`src/sv/touch_baseline_hysteresis_detector_core_defines.svh`:
```
// Assertion macros for the touch baseline hysteresis detector.
// Included by the top level; depends on nothing else.
`ifndef TOUCH_BASELINE_HYSTERESIS_DETECTOR_CORE_DEFINES_SVH
`define TOUCH_BASELINE_HYSTERESIS_DETECTOR_CORE_DEFINES_SVH

// Same-cycle implication, checked out of reset.
`define TBHD_ASSERT_NOW(label, clk, rst_n, ante, cons, msg) \
    label: assert property (@(posedge clk) disable iff (!rst_n) (ante) |-> (cons)) \
        else $error(msg);

// Next-cycle implication, checked out of reset.
`define TBHD_ASSERT_NEXT(label, clk, rst_n, ante, cons, msg) \
    label: assert property (@(posedge clk) disable iff (!rst_n) (ante) |=> (cons)) \
        else $error(msg);

`endif

```
`src/sv/tbhd_pkg.sv`:
```
// Shared constants, codes and types of the touch baseline hysteresis detector.
// Used by the channel interfaces, the register block, the tracker and the top level.
package tbhd_pkg;

    localparam int CHANNELS    = 12;
    localparam int SAMPLE_BITS = 10;
    localparam int FRAC_BITS   = 8;

    localparam int BASE_W   = SAMPLE_BITS + FRAC_BITS;
    localparam int DELTA_W  = BASE_W + 1;
    localparam int CH_IDX_W = (CHANNELS > 1) ? $clog2(CHANNELS) : 1;

    // Fixed field widths of the ports
    localparam int CH_W        = 4;
    localparam int SAMPLE_W    = 10;
    localparam int EVENT_W     = 2;
    localparam int OUT_DELTA_W = 19;
    localparam int TH_W        = 18;
    localparam int RATE_REG_W  = 14;

    // Adaptation rate in units of 1/65536
    localparam int RATE_SHIFT = 16;
    localparam int RATE_W     = RATE_SHIFT + 1;
    localparam int RATE_ONE   = 1 << RATE_SHIFT;
    localparam int RATE_MIN   = 7;
    localparam int RATE_MAX   = 13107;

    // APB register map
    localparam int APB_DATA_W = 32;
    localparam int APB_ADDR_W = 4;
    localparam int REG_IDX_W  = 2;
    localparam logic [REG_IDX_W-1:0] REG_TOUCH_THR   = 2'd0;
    localparam logic [REG_IDX_W-1:0] REG_RELEASE_THR = 2'd1;
    localparam logic [REG_IDX_W-1:0] REG_BASE_RATE   = 2'd2;

    localparam logic [TH_W-1:0]       TOUCH_THR_RST   = 18'd2048;
    localparam logic [TH_W-1:0]       RELEASE_THR_RST = 18'd1024;
    localparam logic [RATE_REG_W-1:0] BASE_RATE_RST   = 14'd655;

    // Result event codes
    localparam logic [EVENT_W-1:0] EV_NONE    = 2'd0;
    localparam logic [EVENT_W-1:0] EV_TOUCH   = 2'd1;
    localparam logic [EVENT_W-1:0] EV_RELEASE = 2'd2;

    // Effective settings handed from the register block to the datapath
    typedef struct packed {
        logic [TH_W-1:0]   touch_thr;
        logic [TH_W-1:0]   release_thr;
        logic [RATE_W-1:0] rate;
        logic [RATE_W-1:0] rate_fast;
    } cfg_t;

endpackage

```
`src/sv/tbhd_track.sv`:
```
// Baseline tracker: moves a baseline toward a target by rate/65536, rounded half up.
// Depends on tbhd_pkg.
module tbhd_track
(
    input  logic [tbhd_pkg::BASE_W-1:0] base,
    input  logic [tbhd_pkg::BASE_W-1:0] target,
    input  logic [tbhd_pkg::RATE_W-1:0] rate,
    output logic [tbhd_pkg::BASE_W-1:0] base_new
);

    localparam int PROD_W = tbhd_pkg::BASE_W + tbhd_pkg::RATE_W + 2;
    localparam int SUM_W  = tbhd_pkg::BASE_W + 2;
    localparam logic signed [PROD_W-1:0] HALF = PROD_W'(1 << (tbhd_pkg::RATE_SHIFT - 1));

    logic signed [tbhd_pkg::BASE_W:0] diff;
    logic signed [tbhd_pkg::RATE_W:0] rate_s;
    logic signed [PROD_W-1:0]         prod;
    logic signed [PROD_W-1:0]         step;
    logic signed [SUM_W-1:0]          sum;

    always_comb
    begin
        diff   = $signed({1'b0, target}) - $signed({1'b0, base});
        rate_s = $signed({1'b0, rate});
        prod   = PROD_W'(diff) * PROD_W'(rate_s);
        step   = (prod + HALF) >>> tbhd_pkg::RATE_SHIFT;
        // step never overshoots diff, so it fits the sum width
        sum    = SUM_W'($signed({1'b0, base})) + SUM_W'(step);
        if (sum < 0)
            base_new = '0;
        else
            base_new = sum[tbhd_pkg::BASE_W-1:0];
    end

endmodule

```
`config.mk`:
```
export PLATFORM = sky130hd
export DESIGN_NAME = tbhd_track
export DESIGN_NICKNAME = d
export VERILOG_FILES = /design/src/sv/touch_baseline_hysteresis_detector_core_defines.svh /design/src/sv/tbhd_pkg.sv /design/src/sv/tbhd_track.sv
export SDC_FILE = /design/constraint.sdc
export NUM_CORES = 1
export LEC_CHECK = 0
export BUFFER_PORTS_ARGS = -buffer_cell sky130_fd_sc_hd__buf_2
export CORE_ASPECT_RATIO = 0.5
export CORE_MARGIN = 2
export CORE_UTILIZATION = 65
export DETAILED_ROUTE_END_ITERATION = 6
export PLACE_DENSITY = 0.85
export SETUP_SLACK_MARGIN = 0.2
export SKIP_LAST_GASP = 1
export SYNTH_ARGS = -nofsm -noshare
export SYNTH_HDL_FRONTEND = slang
export SYNTH_SLANG_ARGS = --single-unit
export TNS_END_PERCENT = 5
```
`constraint.sdc`:
```
create_clock -name vclk -period 18.55
set_clock_uncertainty 0.15 [all_clocks]
set_input_delay 0 -clock vclk [all_inputs]
set_output_delay 0 -clock vclk [all_outputs]
set_load 0.01 [all_outputs]
```
==> results.tsv <==
metric	value	unit
critPathCaptureType	output port	
overflow	0	
synth_nets	2066	
min_period_over_period	0.594	
maxSlewHeadroom	0.265	
layout.cells.non_filler	1855	
arrival	10.87	ns
maxCapViolations	0	
final_cell_mix	414 x inv_1, 322 x fa_1, 141 x ha_1	
synth_top_family_by_area	adder cells	
fillers	1567	
crit_path_max_incr_delay	0.69	ns
setup_ws	7.53	ns
startpoint	base[1]	
drtPass1Iterations	5	
path_class	primary input to output port	
synthXorXnorAreaFrac	0.0343	
synthSimpleGateAreaFrac	0.157	
start_util	0.667	
synthCells	1550	
synth.yosys.seq_area_share	0	
synthAdderAreaFrac	0.595	
post-place-ws	7.65	ns
wl	31.9	mm
synth_area	0.0138	mm²
grt_pass1_wl	54.8	mm
setup_viol	0	
cp_slowest_cell	or3_1	
seqCellArea	0	µm²
port_buffers	71	
ys_types	62	
cts-hold-fix-buffers	0	
syn_to_final_growth	4.51	%
hold_viol	0	
outcome	finished clean	
place_congestion	0.944	
seq_cell_count	0	
fmax	90.7	MHz
cp.required	18.40	ns
placed_cells	1855	
synth-compound-area-share	0.0832	
fin_crit	11.02	ns
synth_mux_area_frac	0.000725	
final_nets	2100	
setup_tns	0	ns
hold_path.startpoint	base[0]	
tightest_slew	1.10	ns
place_area	0.0144	mm²
slew_violations	0	
clock_buffers	0	
gr-usage-all-layers	0.304	
crit_path_start_kind	primary input	
die_w	210	µm
grt_pass1_vias	11900	
layout-drive-gt1-share	0.0796	
drcViolationCount	0	
ctsResizeCount	0	
pin_count	71	
viasPerCell	5.68	
post_drt_wl_per_cell	17.2	µm
die_y	107	µm
endpoint	base_new[14]	
grt_max_degree	26	
vias	10500	
die_area	0.0225	mm²
ant_nets	0	
rsz0062_at_grt	no	
row_count	37	
synth-warning-count	0	
final_common_cell	inv_1	
diodes	0	
crit_top_cell	fa_1	
fin_area	0.0144	mm²
coreArea	0.0207	mm²
antenna_found_initial	0	
postCtsSetupBuffers	0	
holdCritPathClass	primary input to output port	
postSynthAreaPerCell	8.90	µm²
dr.first_iter.drc_count	641	
worst-path-max-fanout	18	
place_hpwl	26.8	mm
worst min path at each step:
stage	endpoint	slack [ns]	cells past startpoint
floorplan	base_new[17]	0.16	3
global placement	base_new[0]	0.36	4
CTS	base_new[0]	0.39	4
global route	base_new[0]	0.44	4
finish	base_new[0]	0.39	4
detailed placement	base_new[0]	0.39	4
cell usage after synthesis, types with 12 or more instances:
master      n  area, µm²
nor2b_1    24        150
o21ai_0    34        170
fa_1      322       6450
nor3_1     16       80.1
xor2_1     19        166
and2_1    138        863
clkbuf_1   47        176
nand2_1   128        480
ha_1      141       1760
o21a_1     22        165
nand2b_1   13       81.3
a21oi_1    30        150
a21o_1     12       90.1
nor2_1     29        109
xnor2_1    35        307
a21oi_2    14        123
inv_1     414       1550
and3b_1    13        114
layer usage:
metal	wire length, µm	track usage	up-vias
li1	-	-	4689
met1	12000	0.369	5339
met2	16600	0.564	414
met3	2130	0.0387	94
met4	1180	0.104	0
met5	0	0	-
critical path: cells and delay by family:
| kind | cells | cell delay [ns] |
|---|---|---|
| compound gates | 14 | 3.38 |
| xor+xnor | 1 | 0.16 |
| fa+ha+maj | 9 | 3.93 |
| buf+inv | 7 | 0.58 |
| mux | 1 | 0.18 |
| simple gates | 8 | 2.64 |
kinds of logic after synthesis:
kind of cell             Yosys count
adder cells (fa/ha/maj)          463
AO/OA/AOI/OAI                    161
XOR/XNOR                          54
AND/OR/NAND/NOR                  403
buffers and inverters            468
multiplexers                       1
per-stage QoR:
step / util / hold WS [ns]
6_report: 0.697 / 0.386
5_1_grt: 0.697 / 0.437
4_1_cts: 0.697 / 0.392
3_5_place_dp: 0.697 / 0.389
3_3_place_gp: 0.697 / 0.362
2_1_floorplan: - / 0.156
final cells by class:
class,count,area [µm²],share of cell area
Tap cell,273,342,0.0237
Timing Repair Buffer,86,468,0.0324
Inverter,414,1550,0.108
Multi-Input combinational cell,1082,12100,0.836
Power is left out: the tool's default activity adds up to more than one toggle a clock period on the data nets, which glitch-free logic cannot reach.
