$ cat src/sv/touch_baseline_hysteresis_detector_core_defines.svh
// Assertion macros for the touch baseline hysteresis detector.
// Included by the top level; depends on nothing else.
`ifndef TOUCH_BASELINE_HYSTERESIS_DETECTOR_CORE_DEFINES_SVH
`define TOUCH_BASELINE_HYSTERESIS_DETECTOR_CORE_DEFINES_SVH

// Same-cycle implication, checked out of reset.
`define TBHD_ASSERT_NOW(label, clk, rst_n, ante, cons, msg) \
    label: assert property (@(posedge clk) disable iff (!rst_n) (ante) |-> (cons)) \
        else $error(msg);

// Next-cycle implication, checked out of reset.
`define TBHD_ASSERT_NEXT(label, clk, rst_n, ante, cons, msg) \
    label: assert property (@(posedge clk) disable iff (!rst_n) (ante) |=> (cons)) \
        else $error(msg);

`endif

$ cat src/sv/tbhd_pkg.sv
// Shared constants, codes and types of the touch baseline hysteresis detector.
// Used by the channel interfaces, the register block, the tracker and the top level.
package tbhd_pkg;

    localparam int CHANNELS    = 12;
    localparam int SAMPLE_BITS = 10;
    localparam int FRAC_BITS   = 8;

    localparam int BASE_W   = SAMPLE_BITS + FRAC_BITS;
    localparam int DELTA_W  = BASE_W + 1;
    localparam int CH_IDX_W = (CHANNELS > 1) ? $clog2(CHANNELS) : 1;

    // Fixed field widths of the ports
    localparam int CH_W        = 4;
    localparam int SAMPLE_W    = 10;
    localparam int EVENT_W     = 2;
    localparam int OUT_DELTA_W = 19;
    localparam int TH_W        = 18;
    localparam int RATE_REG_W  = 14;

    // Adaptation rate in units of 1/65536
    localparam int RATE_SHIFT = 16;
    localparam int RATE_W     = RATE_SHIFT + 1;
    localparam int RATE_ONE   = 1 << RATE_SHIFT;
    localparam int RATE_MIN   = 7;
    localparam int RATE_MAX   = 13107;

    // APB register map
    localparam int APB_DATA_W = 32;
    localparam int APB_ADDR_W = 4;
    localparam int REG_IDX_W  = 2;
    localparam logic [REG_IDX_W-1:0] REG_TOUCH_THR   = 2'd0;
    localparam logic [REG_IDX_W-1:0] REG_RELEASE_THR = 2'd1;
    localparam logic [REG_IDX_W-1:0] REG_BASE_RATE   = 2'd2;

    localparam logic [TH_W-1:0]       TOUCH_THR_RST   = 18'd2048;
    localparam logic [TH_W-1:0]       RELEASE_THR_RST = 18'd1024;
    localparam logic [RATE_REG_W-1:0] BASE_RATE_RST   = 14'd655;

    // Result event codes
    localparam logic [EVENT_W-1:0] EV_NONE    = 2'd0;
    localparam logic [EVENT_W-1:0] EV_TOUCH   = 2'd1;
    localparam logic [EVENT_W-1:0] EV_RELEASE = 2'd2;

    // Effective settings handed from the register block to the datapath
    typedef struct packed {
        logic [TH_W-1:0]   touch_thr;
        logic [TH_W-1:0]   release_thr;
        logic [RATE_W-1:0] rate;
        logic [RATE_W-1:0] rate_fast;
    } cfg_t;

endpackage

$ cat src/sv/tbhd_cfg_regs.sv
// APB register block: thresholds and base rate, plus the derived effective settings.
// Depends on tbhd_pkg.
module tbhd_cfg_regs
(
    input  logic                            clk,
    input  logic                            rst_n,
    input  logic                            psel,
    input  logic                            penable,
    input  logic                            pwrite,
    input  logic [tbhd_pkg::APB_ADDR_W-1:0] paddr,
    input  logic [tbhd_pkg::APB_DATA_W-1:0] pwdata,
    output logic [tbhd_pkg::APB_DATA_W-1:0] prdata,
    output logic                            pready,
    output tbhd_pkg::cfg_t                  cfg
);

    logic [tbhd_pkg::TH_W-1:0]       touch_thr_reg;
    logic [tbhd_pkg::TH_W-1:0]       release_thr_reg;
    logic [tbhd_pkg::RATE_REG_W-1:0] base_rate_reg;
    logic [tbhd_pkg::REG_IDX_W-1:0]  reg_idx;
    logic                            wr_en;
    logic [tbhd_pkg::RATE_W-1:0]     rate_clamped;
    logic [tbhd_pkg::RATE_W+2:0]     rate_x5;

    assign pready  = 1'b1;
    assign reg_idx = paddr[tbhd_pkg::APB_ADDR_W-1:2];
    assign wr_en   = psel && penable && pwrite && pready;

    always_ff @(posedge clk or negedge rst_n)
    begin
        if (!rst_n)
        begin
            touch_thr_reg   <= tbhd_pkg::TOUCH_THR_RST;
            release_thr_reg <= tbhd_pkg::RELEASE_THR_RST;
            base_rate_reg   <= tbhd_pkg::BASE_RATE_RST;
        end
        else if (wr_en)
        begin
            case (reg_idx)
                tbhd_pkg::REG_TOUCH_THR:   touch_thr_reg   <= pwdata[tbhd_pkg::TH_W-1:0];
                tbhd_pkg::REG_RELEASE_THR: release_thr_reg <= pwdata[tbhd_pkg::TH_W-1:0];
                tbhd_pkg::REG_BASE_RATE:   base_rate_reg   <= pwdata[tbhd_pkg::RATE_REG_W-1:0];
                default:                   ;
            endcase
        end
    end

    always_comb
    begin
        case (reg_idx)
            tbhd_pkg::REG_TOUCH_THR:   prdata = tbhd_pkg::APB_DATA_W'(touch_thr_reg);
            tbhd_pkg::REG_RELEASE_THR: prdata = tbhd_pkg::APB_DATA_W'(release_thr_reg);
            tbhd_pkg::REG_BASE_RATE:   prdata = tbhd_pkg::APB_DATA_W'(base_rate_reg);
            default:                   prdata = '0;
        endcase
    end

    // Clamp the rate, fall back to half the touch threshold when the release
    // threshold gives no hysteresis, and saturate the fast release rate.
    always_comb
    begin
        if (32'(base_rate_reg) < 32'(tbhd_pkg::RATE_MIN))
            rate_clamped = tbhd_pkg::RATE_W'(tbhd_pkg::RATE_MIN);
        else if (32'(base_rate_reg) > 32'(tbhd_pkg::RATE_MAX))
            rate_clamped = tbhd_pkg::RATE_W'(tbhd_pkg::RATE_MAX);
        else
            rate_clamped = tbhd_pkg::RATE_W'(base_rate_reg);

        rate_x5 = {rate_clamped, 2'b00} + (tbhd_pkg::RATE_W+3)'(rate_clamped);

        cfg.touch_thr = touch_thr_reg;
        cfg.release_thr = (release_thr_reg >= touch_thr_reg) ? (touch_thr_reg >> 1)
                                                             : release_thr_reg;
        cfg.rate = rate_clamped;
        if (32'(rate_x5) > 32'(tbhd_pkg::RATE_ONE))
            cfg.rate_fast = tbhd_pkg::RATE_W'(tbhd_pkg::RATE_ONE);
        else
            cfg.rate_fast = tbhd_pkg::RATE_W'(rate_x5);
    end

endmodule

$ cat config.mk
export PLATFORM = sky130hd
export DESIGN_NAME = tbhd_cfg_regs
export DESIGN_NICKNAME = d
export VERILOG_FILES = /design/src/sv/touch_baseline_hysteresis_detector_core_defines.svh /design/src/sv/tbhd_pkg.sv /design/src/sv/tbhd_cfg_regs.sv
export SDC_FILE = /design/constraint.sdc
export NUM_CORES = 1
export LEC_CHECK = 0
export BUFFER_PORTS_ARGS = -buffer_cell sky130_fd_sc_hd__buf_2
export CORE_MARGIN = 2
export CORE_UTILIZATION = 35
export CTS_BUF_LIST = sky130_fd_sc_hd__clkbuf_8
export DETAILED_ROUTE_END_ITERATION = 10
export HOLD_SLACK_MARGIN = 0.05
export PLACE_DENSITY = 0.57
export SLEW_MARGIN = 20
export SYNTH_ARGS = -nofsm -noshare
export SYNTH_HDL_FRONTEND = slang
export SYNTH_SLANG_ARGS = --single-unit
$ cat constraint.sdc
create_clock -name clk -period 5.1 [get_ports clk]
set_input_delay 0.51 -clock clk [delete_from_list [all_inputs] [get_ports clk]]
set_output_delay 0.51 -clock clk [all_outputs]
set_load 0.005 [all_outputs]
==> results.cfg <==
[clock_network]
clk_path_buf_depth = 2
clkTransAtPathRegs_ns = 0.09
cts_sinks = 50
h-tree-depth = 2
ctsHoldBuffers = 0
clk_latency_ns = 0.30
cts_tree = yes
cts_buffers = 5
cts_root_buf = clkbuf_8

[routing]
vias_per_cell = 5.13
via_count = 3516
drt_first_pass_iters = 4
wire_per_inst_um = 15.4
drc_errors = 0
drt-total-wl_mm = 10.6
antenna_left = 0
drtIter0Drc = 131

[power]
irDropWorstVdd_mv = 0.198
combPwrFrac_pct = 59.5
finalPower_mw = 2.22
p_sw_uw = 931
power_density_nw_per_um2 = 458
power_leakage_nw = 2.36
p_seq_share_pct = 28.0
pwr-share-clk_pct = 12.5
intPower_mw = 1.29
switching_share_pct = 42.0

[logic_synthesis]
yosysSeqAreaShare_pct = 30.8
synthDistinctLibCells = 69
synth_warnings = 0
syn_inst = 444
synth_edf_count = 0
synth_area_um2 = 4100
synth-seq-cells = 50
async_flop_share_pct = 100
syn_area_per_cell_um2 = 9.23
synth_ff_type = dfrtp_1

[timing]
timing.hold.ws_ns = 0.311
setup_viol = 0
tns_ns = 0
slew_headroom_pct = 31.0
skew_ns = 0
tightest_slew_ns = 1.03
setup_slack_ns = 0.329
rsz0062_at_grt = no
drv_slew = 0
final_hold_viol_count = 0
timing.fmax_mhz = 210
fin_crit_ns = 4.77
period_share_pct = 93.5

[floorplan]
io_pins = 144
die_w_um = 112
core_area_um2 = 11400
start_util_pct = 35.9
rows = 39
dieArea_um2 = 12600
die_h_um = 112

[final_layout]
antenna_cells = 0
syn2layout_area_growth_pct = 18.2
fill_cells = 1171
drive_gt1_share_pct = 37.2
final_nets = 610
postLayoutCoreUtil_pct = 42.4
fin_cells = 686
stdcell_area_um2 = 4840

[global_route]
grt_pass1_vias = 3351
grt_util_all_layers_pct = 16.5
grt_max_degree = 51
antenna_found_initial = 0
overflow = 0
grt_pass1_wl_mm = 17.1

[min_path]
hold_path_class = in -> async

[worst_setup_path]
cp_slowest_cell = or4_1
start_kind = flip-flop
crit_required_ns = 4.59
endpoint_kind = output port
cpPeakStageDelay_ns = 0.59
crit_type = reg -> out
crit_fanout = 7
cp_cell_sequence = or4_1 > nor3_4 > a22o_1 > ha_1 > inv_1 > fa_1 > o22a_1 > o311ai_2 > xor2_1 > nor4b_2 > nand4_1 > nand4b_4 > a21oi_1 > buf_2
worstPathArrival_ns = 4.26

[placed_design]
portBuffers = 109
hpwl_mm = 8.20
place_ws_ns = 0.472
gp_congestion = 0.901
dpl_cell_area_um2 = 4710
dpl.cell_count = 676

[run]
drv_cap = 0

[run_status]
status = finished clean
==> critical path: cells and delay by family, from the launching register on <==
family          cells  cell delay [ns]
buf+inv             2             0.19
compound gates      4             0.98
fa+ha+maj           2             0.62
flops               1             0.45
simple gates        5             1.60
xor+xnor            1             0.14
==> what timing repair did <==
| item | 4_1_cts | 5_1_grt |
|---|---|---|
| resized for setup | 0 | 2 |
| buffers inserted | 0 | 2 |
| endpoints found under the setup margin | 0 | 16 |
==> cells in the final DEF (no fill, tap or decap), drive strengths merged, types with 7 or more instances in the layout <==
cell type / netlist / routed
conb: 2 / 18
buf: 25 / 118
inv: 24 / 25
xor2: 8 / 8
dfstp: 8 / 8
ha: 26 / 26
nor3: 7 / 7
mux2i: 20 / 20
nor2: 26 / 26
o21ai: 43 / 43
a21oi: 13 / 13
dfrtp: 42 / 42
nand2: 41 / 41
mux2: 49 / 49
nor2b: 8 / 8
nand3: 7 / 7
==> power by group through the flow <==
| stage | clock (mW) | sequential (mW) | combinational (mW) |
|---|---|---|---|
| 6_report | 0.278 | 0.620 | 1.32 |
| 2_1_floorplan | 0 | 0.582 | 0.901 |
| 3_5_place_dp | 0 | 0.629 | 1.32 |
| 5_1_grt | 0.303 | 0.640 | 1.48 |
| 4_1_cts | 0.289 | 0.620 | 1.33 |
| 3_3_place_gp | 0 | 0.623 | 1.30 |
==> per-layer routing <==
metal / global-route usage [%] / routed length [um]
met5: 0 / 0
met4: 4.31 / 84
met3: 2.38 / 590
met2: 27.4 / 5010
met1: 22.7 / 4910
==> cell usage after synthesis, types with 3 or more instances <==
cell type  count  share of area [%]
nand3_1        7               0.85
dfrtp_1       42                 26
nor2_1        25                2.3
clkbuf_1      18                1.6
buf_4         19                3.5
o211ai_1       4               0.73
a31oi_1        5               0.76
nor3_1         3               0.37
mux2i_1       20                4.9
a21o_1         5               0.92
ha_1          26                7.9
o21ai_0       39                4.8
o21ai_1        3               0.37
nor3_2         3               0.73
dfstp_2        8                5.1
buf_1          3               0.27
nand2b_1       4               0.61
xor2_1         7                1.5
o21a_1         5               0.92
or3_1          3               0.46
inv_1         24                2.2
and2_1         5               0.76
mux2_2        49                 13
nand2_1       41                3.8
a21oi_1       12                1.5
nor2b_1        8                1.2
xnor2_1        5                1.1
buf_2          3               0.37
==> cell type report <==
| class | instances | area [um2] | share of cell area, % |
|---|---|---|---|
| clock buffer | 5 | 68.8 | 1.42 |
| clock inverter | 3 | 41.3 | 0.852 |
| inverter | 24 | 90.1 | 1.86 |
| multi-input combinational | 343 | 2590 | 53.4 |
| sequential | 50 | 1260 | 26.1 |
| tap | 143 | 179 | 3.69 |
| timing repair buffer | 118 | 613 | 12.7 |
==> final timing paths <==
path	startpoint	to	slack, ns	cells past startpoint
hold reg to reg	touch_thr_reg[11]	touch_thr_reg[11]	0.54	2
max in group asynchronous	rst_n	base_rate_reg[5]	4.33	2
setup reg to reg	base_rate_reg[4]	base_rate_reg[4]	4.16	2
setup / recovery	base_rate_reg[8]	cfg[3]	0.33	14
hold / removal	rst_n	release_thr_reg[13]	0.31	2
min in group clk	pwdata[16]	touch_thr_reg[16]	0.44	3
==> cell families after synthesis <==
kind of cell             after synthesis  share of synthesized area, %
AND/OR/NAND/NOR                      118                          15.8
multiplexers                          69                          18.3
other                                  2                         0.183
buffers and inverters                 67                          7.97
flip-flops                            50                          30.8
AO/OA/AOI/OAI                         97                          15.3
XOR/XNOR                              13                          2.96
adder cells (fa/ha/maj)               28                          8.67
Note: power is estimated with default switching activity, not from simulation.
